[src/hw/rtl/u8d_pkg.sv]
package u8d_pkg;

  localparam int unsigned CpWidth    = 31;
  localparam int unsigned ByteWidth  = 8;
  localparam int unsigned LeftWidth  = 3;
  localparam int unsigned FifoDepth  = 4;
  localparam int unsigned PtrWidth   = $clog2(FifoDepth);
  localparam int unsigned CountWidth = $clog2(FifoDepth + 1);

  localparam logic [1:0] STATUS_OK      = 2'd0;
  localparam logic [1:0] STATUS_INVALID = 2'd1;
  localparam logic [1:0] STATUS_TRUNC   = 2'd2;

  typedef struct packed {
    logic [CpWidth-1:0] code_point;
    logic [1:0]         status;
    logic               last;
  } result_t;

  // Results caused by one input item, oldest in r0.
  typedef struct packed {
    logic [1:0] count;
    result_t    r0;
    result_t    r1;
  } step_t;

endpackage

[src/hw/rtl/u8d_ifs.sv]
interface u8d_byte_if;
  logic                           valid;
  logic                           ready;
  logic [u8d_pkg::ByteWidth-1:0]  in_byte;

  modport source (output valid, output in_byte, input ready);
  modport sink   (input valid, input in_byte, output ready);
endinterface

interface u8d_result_if;
  logic                          valid;
  logic                          ready;
  logic [u8d_pkg::CpWidth-1:0]   code_point;
  logic [1:0]                    status;
  logic                          last;

  modport source (output valid, output code_point, output status, output last, input ready);
  modport sink   (input valid, input code_point, input status, input last, output ready);
endinterface

[src/hw/rtl/u8d_step.sv]
module u8d_step (
  input  logic [u8d_pkg::ByteWidth-1:0] in_byte,
  input  logic [u8d_pkg::CpWidth-1:0]   accum,
  input  logic [u8d_pkg::LeftWidth-1:0] bytes_left,
  output logic [u8d_pkg::CpWidth-1:0]   accum_nxt,
  output logic [u8d_pkg::LeftWidth-1:0] bytes_left_nxt,
  output u8d_pkg::step_t                step
);

  logic                           pend;
  logic [u8d_pkg::CpWidth-1:0]    shifted;
  logic [u8d_pkg::LeftWidth-1:0]  left_dec;
  logic [u8d_pkg::CpWidth-1:0]    byte_cp;
  u8d_pkg::result_t               trunc_res;
  u8d_pkg::result_t               new_res;
  logic                           new_emit;

  assign pend     = (bytes_left != '0);
  assign shifted  = {accum[u8d_pkg::CpWidth-7:0], in_byte[5:0]};
  assign left_dec = bytes_left - u8d_pkg::LeftWidth'(1);
  assign byte_cp  = u8d_pkg::CpWidth'(in_byte);

  always_comb begin
    accum_nxt      = '0;
    bytes_left_nxt = '0;
    step           = '0;
    new_emit       = 1'b0;
    new_res        = '0;
    trunc_res      = '{code_point: accum, status: u8d_pkg::STATUS_TRUNC, last: 1'b0};

    if (in_byte[7:6] == 2'b10) begin
      if (pend) begin
        bytes_left_nxt = left_dec;
        if (left_dec == '0) begin
          step.count = 2'd1;
          step.r0    = '{code_point: shifted, status: u8d_pkg::STATUS_OK, last: 1'b1};
        end else begin
          accum_nxt = shifted;
        end
      end else begin
        step.count = 2'd1;
        step.r0    = '{code_point: byte_cp, status: u8d_pkg::STATUS_INVALID, last: 1'b1};
      end
    end else begin
      // Decode the byte as a new character; a pending sequence ends truncated.
      priority if (in_byte[7] == 1'b0) begin
        new_emit = 1'b1;
        new_res  = '{code_point: byte_cp, status: u8d_pkg::STATUS_OK, last: 1'b1};
      end else if (in_byte[7:5] == 3'b110) begin
        accum_nxt      = u8d_pkg::CpWidth'(in_byte[4:0]);
        bytes_left_nxt = u8d_pkg::LeftWidth'(1);
      end else if (in_byte[7:4] == 4'b1110) begin
        accum_nxt      = u8d_pkg::CpWidth'(in_byte[3:0]);
        bytes_left_nxt = u8d_pkg::LeftWidth'(2);
      end else if (in_byte[7:3] == 5'b11110) begin
        accum_nxt      = u8d_pkg::CpWidth'(in_byte[2:0]);
        bytes_left_nxt = u8d_pkg::LeftWidth'(3);
      end else if (in_byte[7:2] == 6'b111110) begin
        accum_nxt      = u8d_pkg::CpWidth'(in_byte[1:0]);
        bytes_left_nxt = u8d_pkg::LeftWidth'(4);
      end else if (in_byte[7:1] == 7'b1111110) begin
        accum_nxt      = u8d_pkg::CpWidth'(in_byte[0]);
        bytes_left_nxt = u8d_pkg::LeftWidth'(5);
      end else begin
        new_emit = 1'b1;
        new_res  = '{code_point: byte_cp, status: u8d_pkg::STATUS_INVALID, last: 1'b1};
      end

      if (pend) begin
        trunc_res.last = ~new_emit;
        step.count     = new_emit ? 2'd2 : 2'd1;
        step.r0        = trunc_res;
        step.r1        = new_res;
      end else begin
        step.count = new_emit ? 2'd1 : 2'd0;
        step.r0    = new_res;
      end
    end
  end

endmodule

[src/hw/rtl/u8d_out_fifo.sv]
module u8d_out_fifo (
  input  logic            clk,
  input  logic            rst_n,
  input  logic            push_en,
  input  u8d_pkg::step_t  push,
  output logic            room,
  output logic            head_valid,
  output u8d_pkg::result_t head,
  input  logic            pop
);

  u8d_pkg::result_t                  entry_r [u8d_pkg::FifoDepth];
  logic [u8d_pkg::PtrWidth-1:0]      wr_ptr_r, wr_ptr_nxt;
  logic [u8d_pkg::PtrWidth-1:0]      rd_ptr_r, rd_ptr_nxt;
  logic [u8d_pkg::CountWidth-1:0]    count_r, count_nxt;
  logic [1:0]                        n_push;
  logic                              do_pop;
  logic [u8d_pkg::PtrWidth-1:0]      wr_ptr_p1;

  // Room for the worst case of two results per item.
  assign room       = (count_r <= u8d_pkg::CountWidth'(u8d_pkg::FifoDepth - 2));
  assign head_valid = (count_r != '0);
  assign head       = entry_r[rd_ptr_r];
  assign do_pop     = pop & head_valid;
  assign n_push     = push_en ? push.count : 2'd0;
  assign wr_ptr_p1  = wr_ptr_r + u8d_pkg::PtrWidth'(1);

  always_comb begin
    wr_ptr_nxt = wr_ptr_r + u8d_pkg::PtrWidth'(n_push);
    rd_ptr_nxt = rd_ptr_r + u8d_pkg::PtrWidth'(do_pop);
    count_nxt  = count_r + u8d_pkg::CountWidth'(n_push) - u8d_pkg::CountWidth'(do_pop);
  end

  always_ff @(posedge clk) begin
    if (!rst_n) begin
      wr_ptr_r <= '0;
      rd_ptr_r <= '0;
      count_r  <= '0;
    end else begin
      wr_ptr_r <= wr_ptr_nxt;
      rd_ptr_r <= rd_ptr_nxt;
      count_r  <= count_nxt;
    end
  end

  always_ff @(posedge clk) begin
    if (n_push != 2'd0) begin
      entry_r[wr_ptr_r] <= push.r0;
    end
    if (n_push == 2'd2) begin
      entry_r[wr_ptr_p1] <= push.r1;
    end
  end

endmodule

[src/hw/rtl/utf8_stream_decoder_core.sv]
// Byte-serial UTF-8 decoder, 1 to 6 byte forms.
// in_chan carries one raw byte per item (valid/ready). out_chan carries one
// result per item: code_point, status (0 ok, 1 invalid lead or stray
// continuation byte, 2 truncated sequence) and last, set on the final result
// caused by an input byte. A byte causes zero, one or two results.
// Decode is one pass of logic from the byte and the sequence state into a
// four-entry result queue; a result is written to the queue when its byte is
// accepted. A byte is taken whenever the queue has room for two results, so
// with the receiver taking a result every cycle the block runs at one byte per
// cycle; a byte that ends a pending sequence early and also emits its own
// result pushes two results at once, which the queue absorbs.
// When the receiver stalls the queue fills and in_chan.ready drops once fewer
// than two entries are free; results are held, never dropped.
// Reset empties the queue and clears the sequence state (no sequence pending).
module utf8_stream_decoder_core (
  input  logic              clk,
  input  logic              rst_n,
  u8d_byte_if.sink          in_chan,
  u8d_result_if.source      out_chan
);

  logic [u8d_pkg::CpWidth-1:0]    accum_r, accum_nxt;
  logic [u8d_pkg::LeftWidth-1:0]  bytes_left_r, bytes_left_nxt;
  u8d_pkg::step_t                 step;
  u8d_pkg::result_t               head;
  logic                           room;
  logic                           head_valid;
  logic                           take;

  assign in_chan.ready = room;
  assign take          = in_chan.valid & room;

  u8d_step u_step (
    .in_byte        (in_chan.in_byte),
    .accum          (accum_r),
    .bytes_left     (bytes_left_r),
    .accum_nxt      (accum_nxt),
    .bytes_left_nxt (bytes_left_nxt),
    .step           (step)
  );

  // Advance the sequence state only on an accepted item.
  always_ff @(posedge clk) begin
    if (!rst_n) begin
      accum_r      <= '0;
      bytes_left_r <= '0;
    end else if (take) begin
      accum_r      <= accum_nxt;
      bytes_left_r <= bytes_left_nxt;
    end
  end

  u8d_out_fifo u_fifo (
    .clk        (clk),
    .rst_n      (rst_n),
    .push_en    (take),
    .push       (step),
    .room       (room),
    .head_valid (head_valid),
    .head       (head),
    .pop        (out_chan.ready)
  );

  assign out_chan.valid      = head_valid;
  assign out_chan.code_point = head.code_point;
  assign out_chan.status     = head.status;
  assign out_chan.last       = head.last;

endmodule

[src/flat_wrapper.sv]
// flat-port wrapper written by rule: the top's interface ports become plain ports
module utf8_stream_decoder_core_flat 
  (clk, rst_n, in_chan_valid, in_chan_in_byte, in_chan_ready, out_chan_valid, out_chan_code_point, out_chan_status, out_chan_last, out_chan_ready);
  u8d_byte_if in_chan_i ();
  u8d_result_if out_chan_i ();
  input  logic clk;
  input  logic rst_n;
  input wire logic [$bits(in_chan_i.valid)-1:0] in_chan_valid;
  input wire logic [$bits(in_chan_i.in_byte)-1:0] in_chan_in_byte;
  output wire logic [$bits(in_chan_i.ready)-1:0] in_chan_ready;
  output wire logic [$bits(out_chan_i.valid)-1:0] out_chan_valid;
  output wire logic [$bits(out_chan_i.code_point)-1:0] out_chan_code_point;
  output wire logic [$bits(out_chan_i.status)-1:0] out_chan_status;
  output wire logic [$bits(out_chan_i.last)-1:0] out_chan_last;
  input wire logic [$bits(out_chan_i.ready)-1:0] out_chan_ready;
  assign in_chan_i.valid = in_chan_valid;
  assign in_chan_i.in_byte = in_chan_in_byte;
  assign in_chan_ready = in_chan_i.ready;
  assign out_chan_valid = out_chan_i.valid;
  assign out_chan_code_point = out_chan_i.code_point;
  assign out_chan_status = out_chan_i.status;
  assign out_chan_last = out_chan_i.last;
  assign out_chan_i.ready = out_chan_ready;
  utf8_stream_decoder_core u_core (.clk(clk), .rst_n(rst_n), .in_chan(in_chan_i), .out_chan(out_chan_i));
endmodule
[config.mk]
export PLATFORM = sky130hd
export DESIGN_NAME = utf8_stream_decoder_core_flat
export DESIGN_NICKNAME = d
export VERILOG_FILES = /design/src/hw/rtl/u8d_pkg.sv /design/src/hw/rtl/u8d_ifs.sv /design/src/hw/rtl/u8d_step.sv /design/src/hw/rtl/u8d_out_fifo.sv /design/src/hw/rtl/utf8_stream_decoder_core.sv /design/src/flat_wrapper.sv
export SDC_FILE = /design/constraint.sdc
export NUM_CORES = 1
export LEC_CHECK = 0
export BUFFER_PORTS_ARGS = -buffer_cell sky130_fd_sc_hd__buf_2
export CAP_MARGIN = 30
export CORE_AREA = 2 2 111 156
export DETAILED_ROUTE_END_ITERATION = 10
export DIE_AREA = 0 0 113 158
export GPL_ROUTABILITY_DRIVEN = 0
export PLACE_DENSITY_LB_ADDON = 0.05
export SLEW_MARGIN = 20
export SYNTH_ARGS = -nofsm -noshare
export SYNTH_HDL_FRONTEND = slang
export SYNTH_SLANG_ARGS = --single-unit
export TNS_END_PERCENT = 20
[constraint.sdc]
create_clock -name clk -period 6.75 [get_ports clk]
set_input_delay 0.675 -clock clk [delete_from_list [all_inputs] [get_ports clk]]
set_output_delay 0.675 -clock clk [all_outputs]
set_load 0.01 [all_outputs]
==> results of run 1 <==
==> cells in the mapped netlist (all sizes together) (2+ instances only) <==
cell       n
a31oi      2
a22o       5
edfxtp    40
o21ai     13
o22ai     29
o22a       3
dfxtp    137
nand3     12
xor2       2
and2      11
or2        3
a211oi    69
nand3b     3
nand2b     2
a22oi     56
nand2     37
nor2      82
clkbuf    35
nor3       6
o21a       3
mux4      34
buf       37
or3        4
nor4b      2
mux2i      2
a21oi     10
ha         4
a21boi     7
nand4      7
and3       4
nor2b     30
o211ai     2
xnor2      5
a21o       3
inv        9
o2bb2ai   23
==> power groups by stage <==
stage / combinational [µW] / clock (µW) / sequential (µW)
after floorplan: 903 / 0 / 1460
after global placement: 1100 / 0 / 1560
after detailed placement: 1160 / 0 / 1560
after CTS: 1160 / 940 / 1530
after global routing: 1270 / 982 / 1560
final: 1160 / 922 / 1530
==> cell type report <==
type	count	area share
flip-flops and latches	177	0.4408
multi-input cells	487	0.4264
clock buffers	17	0.04752
repair buffers	60	0.03997
well taps	203	0.02837
clock inverters	15	0.01314
inverters	9	0.003774
==> logic make-up (layout without fill, tap and decap cells) <==
| family | count (synthesis) | after routing |
|---|---|---|
| simple gates | 207 | 207 |
| compound gates | 231 | 231 |
| flops | 177 | 177 |
| buf+inv | 81 | 101 |
| mux | 37 | 37 |
| xor+xnor | 7 | 7 |
| fa+ha+maj | 5 | 5 |
==> metal layers <==
metal / vias to the layer above / global-route usage / share of wire
met1: 3011 / 0.2995 / 0.40
met4: 0 / 0.1243 / 0.038
li1: 2858 / - / -
met5: - / 0 / 0
met3: 38 / 0.04135 / 0.032
met2: 136 / 0.4363 / 0.53
==> path summary, 6_finish.rpt <==
check,start,to,cells past startpoint
worst max-delay path,u_core.bytes_left_r[2]$_SDFFE_PN0P_,u_core.u_fifo.entry_r[0][3]$_DFFE_PP_,7
worst min-delay path,u_core.u_fifo.entry_r[1][2]$_SDFFE_PP0P_,u_core.u_fifo.entry_r[1][2]$_SDFFE_PP0P_,2
worst max register to register,u_core.bytes_left_r[2]$_SDFFE_PN0P_,u_core.u_fifo.entry_r[0][3]$_DFFE_PP_,7
worst min register to register,u_core.u_fifo.entry_r[1][2]$_SDFFE_PP0P_,u_core.u_fifo.entry_r[1][2]$_SDFFE_PP0P_,2
==> sequential cells by signal, summed over array words and instances, names as in the netlist <==
| register | cells |
|---|---|
| u_core.accum_r | 31 |
| u_core.bytes_left_r | 3 |
| u_core.u_fifo.count_r | 3 |
| u_core.u_fifo.entry_r | 136 |
| u_core.u_fifo.rd_ptr_r | 2 |
| u_core.u_fifo.wr_ptr_r | 2 |
==> through the flow <==
stage | instance area, µm² | hold WS, ns | util | instances | setup WS, ns
2_1_floorplan | 8124 | 0.4273 | - | 745 | 3.544
3_3_place_gp | 8369 | 0.4394 | 0.5061 | 934 | 3.219
3_5_place_dp | 8389 | 0.4436 | 0.5073 | 935 | 3.172
4_1_cts | 8932 | 0.4589 | 0.5402 | 967 | 3.335
5_1_grt | 8952 | 0.4750 | 0.5414 | 968 | 3.255
6_report | 8952 | 0.4588 | 0.5414 | 968 | 3.388
==> worst register-to-register path, delay by kind of cell, from the launching register on <==
family / cells / cell delay, ns
mux: 1 / 0.31
flops: 1 / 0.41
simple gates: 4 / 1.66
fa+ha+maj: 1 / 0.36
buf+inv: 1 / 0.24
==> layout by cell type (no fill, tap or decap), drive strengths merged, types with 3 or more instances in the layout <==
master,n
dfxtp,137
nor2,82
a211oi,69
buf,60
a22oi,56
edfxtp,40
nand2,37
mux4,34
nor2b,30
o22ai,29
o2bb2ai,23
clkbuf,17
o21ai,13
nand3,12
and2,11
inv,11
a21oi,10
clkinv,10
nand4,7
a21boi,7
nor3,6
a22o,5
xnor2,5
or3,4
ha,4
and3,4
a21o,3
or2,3
o21a,3
nand3b,3
o22a,3
==> results by group, run 1 <==
STA
  • Fin crit period: ~3.4 ns
  • Slew Limit Fails: 0
  • Slew @ Worst Pin: around 0.84 ns
  • # setup viols final: 0
  • FMAX: slightly below 0.3 GHz
  • RSZ-0062 raised after global routing: false
  • Final TNS setup: 0 ns
  • Final number of hold-violating endpoints: 0
  • Setup Skew: 0.01677 ns
  • Crit share post-route: 0.4980
  • Rel. slew slack: 0.4383

Pwr
  • Flop pwr share: 0.423
  • Switching Power: 1172 µW
  • P_leak: ~0.003 µW
  • Clock Power Share: 0.256
  • Internal power: 2434 µW
  • VDD IR max: about 0.0003 V
  • Power density cells: approximately 400 nW/µm²
  • Total power: ~3600 µW
  • Switch share: 0.3251
  • Logic pwr share: 0.321

CTS
  • CTS H-tree lvls: 4
  • Post-CTS resize count: 0
  • Worst-path clk slew: about 0.070 ns
  • Bufs on Longest Clock Path: 2
  • Clk_lat worst skew: around 0.44 ns
  • TritonCTS clock tree: done
  • Root Driver: clkbuf_16
  • Post CTS Setup Buffer Count: 0
  • CTS Hold Buffers Added: 0
  • Cts bufs inserted: 17
  • Sink Count: about 180

Final layout
  • Final #Nets: 769
  • Area added between synthesis and finish: 10.20%
  • Layout cells sized above 1: 0.2144
  • Diode count: 0
  • Fill cells: about 1,500
  • Multi-input gate area: 3817 µm²
  • Register area: slightly below 4000 µm²

Logic synthesis
  • Yosys warns: 0
  • Async SR Flop Fraction: 0
  • Syn_area_per_cell: ~11 µm²
  • Post-Syn Area: 8124 µm²
  • Top-area cell type share of the netlist area: 0.3376
  • Sequential element share of the synthesized area: 0.4854
  • Synth Net Count: around 760
  • Synth Area in Compound Gates: 0.2224
  • Ranking of synthesized cells by area: dfxtp_1, edfxtp_1, mux4_2, a211oi_1, a22oi_1
  • Post-synthesis adder-cell area fraction: 0.008625
  • Cell count after synthesis: roughly 750
  • Post-synth top area cell: dfxtp_1
  • Xor/xnor cell area share of the yosys netlist: 0.007547
  • Netlist cell types: between 60 and 70
  • Post-Synth Simple-Gate Area: 0.1304
  • Post-synth EDFFs: 40
  • Mux share of post-synthesis cell area: 0.09857
  • Yosys reg bits: between 150 and 200
  • Largest family of logic cells by synthesized area: compound AO/OA/AOI/OAI gates
  • Top FF cell, synth: dfxtp_1

Global route
  • Initial antenna violation count: 0
  • Largest net degree at the start of global routing: 50
  • First-pass GRT wire length: roughly 34,000 µm
  • Overall Global Routing Usage: 0.2505
  • GR Overflow Total: 0
  • Vias in the first global route: between 5,000 and 6,000

Detailed routing
  • Iteration-0 DRC Markers: 371
  • Vias: a little over 6,000
  • Drt wl/cell: between 20 and 25 µm
  • Final ANT Viol Nets: 0
  • Drc violations: 4
  • Routed wire length: approximately 22,000 µm
  • Drt via density: around 6.2
  • DRT Pass-1 Iters: 8

Floorplan
  • Std cell rows: 56
  • Die area: between 15,000 and 20,000 µm²
  • Starting density of the core: 0.4913
  • Total core area: around 17,000 µm²
  • Die X: about 110 µm
  • Die outline height: between 150 and 200 µm
  • Io pins: 48

Critical path
  • Worst setup EP type: flip-flop
  • CP delay by family, top: simple AND/OR/NAND/NOR gates
  • Slowest-stage cell, CP: nor3_4
  • Critical path cell sequence: nor3_4 -> inv_2 -> ha_1 -> or2_2 -> mux2_4 -> nand3_1 -> nand2_1
  • Largest stage delay on the critical path: 0.52 ns
  • Crit path DAT: roughly 3.4 ns
  • CP required: 6.81 ns
  • CP Launch Type: flip-flop
  • Crit Path Max Fanout: 12
  • Reg2reg setup slack: around 3.4 ns
  • Critical path class: reg2reg
  • Critical path buffers and inverters: 1

Hold path
  • Hold WC Path Type: reg2reg

Place
  • Hpwl dp: roughly 14,000 µm
  • Port buffer count: between 40 and 50

Flow run
  • Max Cap Viol: 0

Outcome
  • Failing checks: design-rule violations
  • Status: finished, violations left
No activity file was read; power rests on OpenSTA's default activity.
==> inputs of run 2 (changes only) <==
--- a/config.mk
+++ b/config.mk
@@ -5,11 +5,12 @@
 export SDC_FILE = /design/constraint.sdc
 export NUM_CORES = 1
 export LEC_CHECK = 0
+export ABC_AREA = 1
 export BUFFER_PORTS_ARGS = -buffer_cell sky130_fd_sc_hd__buf_2
 export CAP_MARGIN = 30
-export CORE_AREA = 2 2 111 156
+export CORE_AREA = 2 2 116 162
 export DETAILED_ROUTE_END_ITERATION = 10
-export DIE_AREA = 0 0 113 158
+export DIE_AREA = 0 0 118 164
 export GPL_ROUTABILITY_DRIVEN = 0
 export PLACE_DENSITY_LB_ADDON = 0.05
 export SLEW_MARGIN = 20
==> constraint.sdc (replaced) <==
create_clock -name clk -period 3.2 [get_ports clk]
set_input_delay 0.32 -clock clk [delete_from_list [all_inputs] [get_ports clk]]
set_output_delay 0.32 -clock clk [all_outputs]
set_load 0.01 [all_outputs]
==> run 2 against run 1 <==
  * Sequential cell count did not move
  * Die area grew 8.4%
  * Clock-buffer cell count up 1
  * Sequential share of layout area decreased by 4.0 points
  * Setup slack worse by 2.6 ns
  * Hold slack worse by 0.30 ns
  * Via count is 36% higher
  * The flow now finishes without violations
  * Register-to-register slack worse by 2.6 ns
  * Highest routed layer unchanged
==> results by group, run 2 <==
Outcome
  • Status: finished, final reports clean (was finished, violations left)

Detailed routing
  • Final ANT Viol Nets: 0 (unchanged)
  • Drt wl/cell: 17.22 µm (was 22.21 µm)
  • Drt via density: 5.410 (was 6.243)
  • Routed wire length: 26,150 µm (was 21,500 µm)
  • Drc violations: 0 (was 4)
  • Vias: 8,213 (was 6,043)
  • Iteration-0 DRC Markers: 670 (was 371)
  • DRT Pass-1 Iters: 6 (was 8)

Critical path
  • CP required: 3.49 ns (was 6.81 ns)
  • Crit path top cell by count: inv_1
  • Crit path to: u_core.u_fifo.count_r[2]$_SDFF_PN0_ (was u_core.u_fifo.entry_r[0][3]$_DFFE_PP_)
  • CP startpoint: in_chan_in_byte[6] (was u_core.bytes_left_r[2]$_SDFFE_PN0P_)
  • Reg2Reg Capture Point: u_core.u_fifo.count_r[2]$_SDFF_PN0_ (was u_core.u_fifo.entry_r[0][3]$_DFFE_PP_)
  • Critical path buffers and inverters: 4 (was 1)
  • Reg2reg setup slack: 0.77 ns (was 3.39 ns)
  • Crit Path Max Fanout: 4 (was 12)
  • CP delay by family, top: adder cells (was simple AND/OR/NAND/NOR gates)
  • RR Startpoint: u_core.bytes_left_r[0]$_SDFFE_PN0P_ (was u_core.bytes_left_r[2]$_SDFFE_PN0P_)
  • Cell depth of the worst setup path: 17 (was 7)
  • Critical path cell sequence: buf_2 -> nand2_1 -> nor2_1 -> o211ai_1 -> nand2_1 -> inv_1 -> ha_1 -> nor2_2 -> nor2_2 -> nand2_2 -> xor2_1 -> ha_1 -> inv_1 -> fa_1 -> xor2_1 -> inv_1 -> nor2_1 (was nor3_4 -> inv_2 -> ha_1 -> or2_2 -> mux2_4 -> nand3_1 -> nand2_1)
  • Critical path class: in2reg (was reg2reg)
  • CP Launch Type: input port (was flip-flop)
  • Worst setup EP type: flip-flop (unchanged)
  • Crit path DAT: 2.73 ns (was 3.42 ns)
  • Slowest-stage cell, CP: fa_1 (was nor3_4)
  • Worst Reg-to-Reg Cells: 13 (was 7)
  • Largest stage delay on the critical path: 0.42 ns (was 0.52 ns)

Final layout
  • Final #Nets: 1,282 (was 769)
  • Diode count: 0 (unchanged)
  • Register area: 3945 µm² (was 3946 µm²)
  • Commonest non-fill, non-tap cells in the layout: nor2_1, nand2_1, nand3_1, dfxtp_1, o21ai_0 (was dfxtp_1, nor2_1, a211oi_1, buf_2, a22oi_1)
  • Largest reg by FF count: u_core.u_fifo.entry_r (unchanged)
  • Multi-input gate area: 4138 µm² (was 3817 µm²)
  • Commonest non-fill, non-tap cell in the layout: nor2_1 (was dfxtp_1)
  • Non-filler cells, final: 1,518 (was 968)
  • Area added between synthesis and finish: 11.91% (was 10.20%)
  • Max reg flops: 136 (unchanged)
  • Layout cells sized above 1: 0.1111 (was 0.2144)
  • Fill cells: 1,845 (was 1,460)
  • Biggest regs: u_core.u_fifo.entry_r (136), u_core.accum_r (31) (unchanged)

Place
  • Port buffer count: 47 (unchanged)
  • Hpwl dp: 17,290 µm (was 14,230 µm)
  • Cell Count Post-Placement: 1,486 (was 935)

Floorplan
  • Io pins: 48 (unchanged)
  • Starting density of the core: 0.4904 (was 0.4913)
  • Total core area: 17,920 µm² (was 16,540 µm²)
  • Die area: 19,350 µm² (was 17,850 µm²)
  • Std cell rows: 58 (was 56)
  • Die X: 118 µm (was 113 µm)
  • Die outline height: 164 µm (was 158 µm)

CTS
  • Root Driver: clkbuf_16 (unchanged)
  • Clk_lat worst skew: 0.44 ns (about the same)
  • Worst-path clk slew: 0.07 ns (about the same)
  • Sink Count: 177 (unchanged)
  • Post CTS Setup Buffer Count: 0 (unchanged)
  • Cts bufs inserted: 17 (unchanged)
  • CTS Hold Buffers Added: 0 (unchanged)
  • CTS H-tree lvls: 4 (unchanged)
  • Bufs on Longest Clock Path: 2 (unchanged)
  • TritonCTS clock tree: done (unchanged)
  • Post-CTS resize count: 0 (unchanged)

Logic synthesis
  • Cell count after synthesis: 1,240 (was 745)
  • Post-Syn Area: 8790 µm² (was 8124 µm²)
  • Async SR Flop Fraction: 0 (unchanged)
  • Synth Net Count: 1,257 (was 762)
  • Syn_area_per_cell: 7.088 µm² (was 10.90 µm²)
  • Sequential element share of the synthesized area: 0.4487 (was 0.4854)
  • Yosys warns: 0 (unchanged)
  • Post-synth top area cell: dfxtp_1 (unchanged)
  • Yosys reg bits: 177 (unchanged)
  • Top-area cell type share of the netlist area: 0.3120 (was 0.3376)
  • Netlist cell types: 37 (was 63)
  • Top FF cell, synth: dfxtp_1 (unchanged)
  • Commonest cells in the netlist: nor2_1, nand2_1, nand3_1 (was dfxtp_1, nor2_1, a211oi_1)
  • Count leader, synth: nor2_1 (was dfxtp_1)
  • Post-synth EDFFs: 40 (unchanged)
  • Ranking of synthesized cells by area: dfxtp_1, edfxtp_1, nor2_1, nand2_1, nand3_1 (was dfxtp_1, edfxtp_1, mux4_2, a211oi_1, a22oi_1)

Pwr
  • Logic pwr share: 0.379 (was 0.321)
  • Switch share: 0.3855 (was 0.3251)
  • Power density cells: 848.8 nW/µm² (was 402.8 nW/µm²)
  • Internal power: 5131 µW (was 2434 µW)
  • Clock Power Share: 0.246 (was 0.256)
  • VDD IR max: 0.0003658 V (was 0.0003046 V)
  • P_leak: 0.004397 µW (was 0.002990 µW)
  • Flop pwr share: 0.376 (was 0.423)
  • Switching Power: 3219 µW (was 1172 µW)

Global route
  • First-pass GRT wire length: 42,010 µm (was 33,890 µm)
  • Overall Global Routing Usage: 0.2774 (was 0.2505)
  • Met3 Resource Use GR: 0.03750 (was 0.04135)
  • GRT Max-Usage Layer: met2 (unchanged)
  • Vias in the first global route: 7,729 (was 5,993)
  • Initial antenna violation count: 0 (unchanged)
  • M2 GR Usage: 0.5026 (was 0.4363)
  • Met1 Resource Use GR: 0.3365 (was 0.2995)
  • GR Overflow Total: 0 (unchanged)
  • Largest net degree at the start of global routing: 39 (was 50)

Hold path
  • Hold WC Path Type: in2reg (was reg2reg)
  • Hold Path Cell Cnt: 3 (was 2)

STA
  • Crit share post-route: 0.7634
  • FMAX: between 0.4 and 0.5 GHz
  • RSZ-0062 raised after global routing: false (unchanged)
  • Final number of hold-violating endpoints: 0 (unchanged)
  • Slew Limit Fails: 0 (unchanged)
  • Setup Skew: 0.01101 ns (was 0.01677 ns)
  • Rel. slew slack: 0.4009 (was 0.4383)
  • Final TNS setup: 0 ns (unchanged)
  • Slew @ Worst Pin: 0.8977 ns (was 0.8401 ns)
  • Fin crit period: approximately 2.4 ns
  • # setup viols final: 0 (unchanged)

Flow run
  • Max Cap Viol: 0 (unchanged)
## run 2: per-layer routing
layer	wire length [µm]	share of wire
met2	13410	0.51
met4	546	0.021
met1	11160	0.43
met5	0	0
met3	1026	0.039
## run 2: cells by family (layout without fill, tap and decap cells)
kind of cell / after synthesis / count (layout) / share of synthesized area
XOR/XNOR: 4 / 4 / 0.003986
buffers and inverters: 164 / 202 / 0.08142
adder cells (fa/ha/maj): 5 / 5 / 0.007972
AO/OA/AOI/OAI: 217 / 217 / 0.1404
flip-flops: 177 / 177 / 0.4487
AND/OR/NAND/NOR: 673 / 673 / 0.3176
## run 2: layout make-up
class,instances,share of cell area
inverter,83,0.03193
multi-input combinational,899,0.4206
clock buffer,18,0.04363
sequential,177,0.4010
clock inverter,14,0.01399
timing repair buffer,87,0.05825
tap,240,0.03053
## run 2: through the flow
| step | setup slack, ns | hold WS (ns) | total power [µW] | utilization | instance area [µm²] |
|---|---|---|---|---|---|
| 4_1_cts | 0.7686 | 0.1431 | 8399 | 0.5488 | 9837 |
| 2_1_floorplan | 0.4646 | 0.4454 | 5318 | - | 8790 |
| 6_report | 0.7572 | 0.1616 | 8350 | 0.5488 | 9837 |
| 5_1_grt | 0.4977 | 0.1840 | 8933 | 0.5488 | 9837 |
| 3_3_place_gp | 0.3595 | 0.4522 | 6314 | 0.5172 | 9270 |
| 3_5_place_dp | 0.3411 | 0.4558 | 6355 | 0.5172 | 9270 |
## run 2: how the worst min path moves through the flow
stage	from	endpoint	slack, ns
4_1_cts	in_chan_in_byte[5]	u_core.accum_r[5]$_SDFFE_PN0P_	0.14
3_3_place_gp	u_core.accum_r[30]$_SDFFE_PN0P_	u_core.accum_r[30]$_SDFFE_PN0P_	0.45
6_report	in_chan_in_byte[5]	u_core.accum_r[5]$_SDFFE_PN0P_	0.16
5_1_grt	in_chan_in_byte[1]	u_core.accum_r[1]$_SDFFE_PN0P_	0.18
2_1_floorplan	u_core.accum_r[30]$_SDFFE_PN0P_	u_core.accum_r[30]$_SDFFE_PN0P_	0.45
3_5_place_dp	u_core.accum_r[30]$_SDFFE_PN0P_	u_core.accum_r[30]$_SDFFE_PN0P_	0.46
## run 2: worst min-delay path, cell delays in order
cell and delay [ns]:
buf_2 0.11, nand2_1 0.06, a21oi_1 0.05
## run 2: power groups by stage
stage	Clock, µW	Sequential, µW	Combinational (µW)
final	2050	3140	3160
after global routing	2160	3200	3570
after CTS	2080	3130	3180
after detailed placement	0	3180	3170
after global placement	0	3170	3150
after floorplan	0	3100	2210
==> inputs of run 3 (changes only) <==
==> constraint.sdc (replaced) <==
create_clock -name clk -period 2.5 [get_ports clk]
set_input_delay 0.25 -clock clk [delete_from_list [all_inputs] [get_ports clk]]
set_output_delay 0.25 -clock clk [all_outputs]
set_load 0.01 [all_outputs]
==> run 3 against run 2 <==
  * Setup slack lost 0.59 ns
  * Combinational power rose by 33%
  * Clock-buffer cell count rose by 3
  * Register-to-register slack got worse by 0.60 ns
  * Critical path type is now reg2reg
  * Power increased by 31%
  * Final area increased by 3.4%
  * Routed wire length rose by 1.8%
  * Sequential share of layout area shrank 1.3 points
  * Sequential cell count unchanged
  * Global-route usage is 0.83 points higher
  * Hold slack worse by 0.048 ns
  * Core utilization increased by 1.9 points
  * Critical endpoint unchanged
  * Highest routed layer unchanged
==> results by group, run 3 (synthesis gave the netlist of run 2 again) <==
STA
  • RSZ-0062 raised after global routing: true (was false)
  • Slew Limit Fails: 0 (unchanged)
  • Rel. slew slack: 0.4983 (was 0.4009)
  • # setup viols final: 0 (unchanged)
  • Fin crit period: 2.335 ns
  • Setup Skew: 0.009507 ns (was 0.01101 ns)
  • FMAX: roughly 0.43 GHz
  • Final number of hold-violating endpoints: 0 (unchanged)
  • Fin Hold WS: 0.1141 ns (was 0.1616 ns)
  • Slew @ Worst Pin: 0.7526 ns (was 0.8977 ns)
  • Crit share post-route: 0.9340

Floorplan
  • Die area: 19,350 µm² (unchanged)
  • Std cell rows: 58 (unchanged)
  • Starting density of the core: 0.4904 (unchanged)
  • Die outline height: 164 µm (unchanged)
  • Total core area: 17,920 µm² (unchanged)
  • Io pins: 48 (unchanged)
  • Die X: 118 µm (unchanged)

Pwr
  • Total power: 10,910 µW (was 8350 µW)
  • Switch share: 0.3830 (was 0.3855)
  • Flop pwr share: 0.367 (was 0.376)
  • Switching Power: 4179 µW (was 3219 µW)
  • P_leak: 0.004587 µW (was 0.004397 µW)
  • VDD IR max: 0.0005136 V (was 0.0003658 V)
  • Clock Power Share: 0.247 (was 0.246)
  • Power density cells: 1072 nW/µm² (was 848.8 nW/µm²)
  • Internal power: 6732 µW (was 5131 µW)
  • Logic pwr share: 0.386 (was 0.379)

Final layout
  • Final #Nets: 1,317 (was 1,282)
  • Commonest non-fill, non-tap cells in the layout: nor2_1, nand2_1, nand3_1, dfxtp_1, o21ai_0 (unchanged)
  • Area added between synthesis and finish: 15.76% (was 11.91%)
  • Layout cells sized above 1: 0.1409 (was 0.1111)
  • Largest reg by FF count: u_core.u_fifo.entry_r (unchanged)
  • Commonest non-fill, non-tap cell in the layout: nor2_1 (unchanged)
  • Biggest regs: u_core.u_fifo.entry_r (136), u_core.accum_r (31) (unchanged)
  • Max reg flops: 136 (unchanged)
  • Diode count: 0 (unchanged)

Global route
  • Overall Global Routing Usage: 0.2857 (was 0.2774)
  • First-pass GRT wire length: 43,300 µm (was 42,010 µm)
  • Largest net degree at the start of global routing: 70 (was 39)
  • Initial antenna violation count: 0 (unchanged)
  • GR Overflow Total: 0 (unchanged)
  • Vias in the first global route: 8,155 (was 7,729)

Detailed routing
  • Drc violations: 0 (unchanged)
  • Routed wire length: 26,620 µm (was 26,150 µm)
  • Vias: 8,348 (was 8,213)
  • DRT Pass-1 Iters: 7 (was 6)
  • Drt wl/cell: 17.14 µm (was 17.22 µm)
  • Iteration-0 DRC Markers: 771 (was 670)
  • Drt via density: 5.375 (was 5.410)
  • Final ANT Viol Nets: 0 (unchanged)

Place
  • Hpwl dp: 17,740 µm (was 17,290 µm)
  • Port buffer count: 47 (unchanged)

Critical path
  • Worst setup EP type: flip-flop (unchanged)
  • Critical path class: reg2reg (was in2reg)
  • Crit Path Max Fanout: 6 (was 4)
  • Crit path DAT: 2.64 ns (was 2.73 ns)
  • CP Launch Type: flip-flop (was input port)
  • CP required: 2.80 ns (was 3.49 ns)

CTS
  • Post CTS Setup Buffer Count: 0 (unchanged)
  • Root Driver: clkbuf_16 (unchanged)
  • TritonCTS clock tree: done (unchanged)
  • CTS H-tree lvls: 4 (unchanged)
  • Sink Count: 177 (unchanged)
  • Cts bufs inserted: 17 (unchanged)
  • Clk_lat worst skew: 0.44 ns (about the same)
  • Worst-path clk slew: 0.07 ns (about the same)
  • Bufs on Longest Clock Path: 2 (unchanged)

Outcome
  • Status: finished, final reports clean (unchanged)

Flow run
  • Max Cap Viol: 0 (unchanged)

Hold path
  • Hold WC Path Type: in2reg (unchanged)
[run 3: changes by cell type in the layout (fill, tap and decap cells not counted), sizes merged]
cell	before	now
inv	85	84
bufinv	2	1
clkinvlp	3	4
buf	87	122
clkinv	7	5
clkbuf	18	21
[run 3: path summary, 6_finish.rpt]
kind                                             from                             endpoint  slack, ns  depth (start not counted)
hold / removal                     in_chan_in_byte[1]       u_core.accum_r[1]$_SDFFE_PN0P_       0.11                          3
setup / recovery  u_core.bytes_left_r[0]$_SDFFE_PN0P_  u_core.u_fifo.count_r[2]$_SDFF_PN0_       0.17                         13
setup reg to reg  u_core.bytes_left_r[0]$_SDFFE_PN0P_  u_core.u_fifo.count_r[2]$_SDFF_PN0_       0.17                         13
hold reg to reg       u_core.accum_r[30]$_SDFFE_PN0P_      u_core.accum_r[30]$_SDFFE_PN0P_       0.47                          2
[run 3: power by group through the flow]
stage,clock network [µW],registers [µW],logic (µW)
after floorplan,0,3970,2840
after global placement,0,4040,4190
after detailed placement,0,4060,4220
after CTS,2720,4000,4230
after global routing,2850,4090,4720
final,2690,4010,4210
[run 3: metrics by stage]
step / cells / util / setup WS (ns) / TNS (ns) / instance area, µm²
after CTS: 1553 / 0.5676 / 0.1566 / 0 / 10170
after detailed placement: 1521 / 0.5346 / -0.1279 / -2.501 / 9582
after global routing: 1553 / 0.5676 / -0.005080 / -0.007394 / 10170
after floorplan: 1240 / - / -0.01453 / -0.02790 / 8813
after global placement: 1521 / 0.5346 / -0.06054 / -0.1247 / 9582
final: 1553 / 0.5676 / 0.1651 / 0 / 10170
[run 3: per-layer routing]
metal / track usage / up-vias / share of wire
met5: 0 / - / 0
met4: 0.1199 / 0 / 0.027
met3: 0.03715 / 38 / 0.038
met2: 0.5140 / 212 / 0.51
met1: 0.3437 / 3911 / 0.42
li1: - / 4187 / -
[run 3: final cells by class]
type                       instances  area [µm²]
inverter                          83       317.8
multi-input combinational        899        4158
sequential                       177        3945
clock buffer                      21       491.7
tap                              240       300.3
timing repair buffer             122       860.8
fill                            1803        7750
clock inverter                    11       101.3
[run 3: critical path: stages, from the launching register on]
cell and delay [ns]:
dfxtp_1 0.35, nor2_1 0.16, nand2_1 0.11, ha_1 0.32, nor2_2 0.09, nor2_2 0.05
nand2_2 0.08, xor2_1 0.23, ha_2 0.21, inv_1 0.04, fa_2 0.33, xor2_1 0.14
inv_1 0.05, nor2_1 0.03
[run 3: what timing repair did]
action | in CTS | in global routing
endpoints found under the hold margin | 0 | 0
setup endpoints to repair | 0 | 2
resized for setup | 0 | 0
hold buffers | 0 | 0
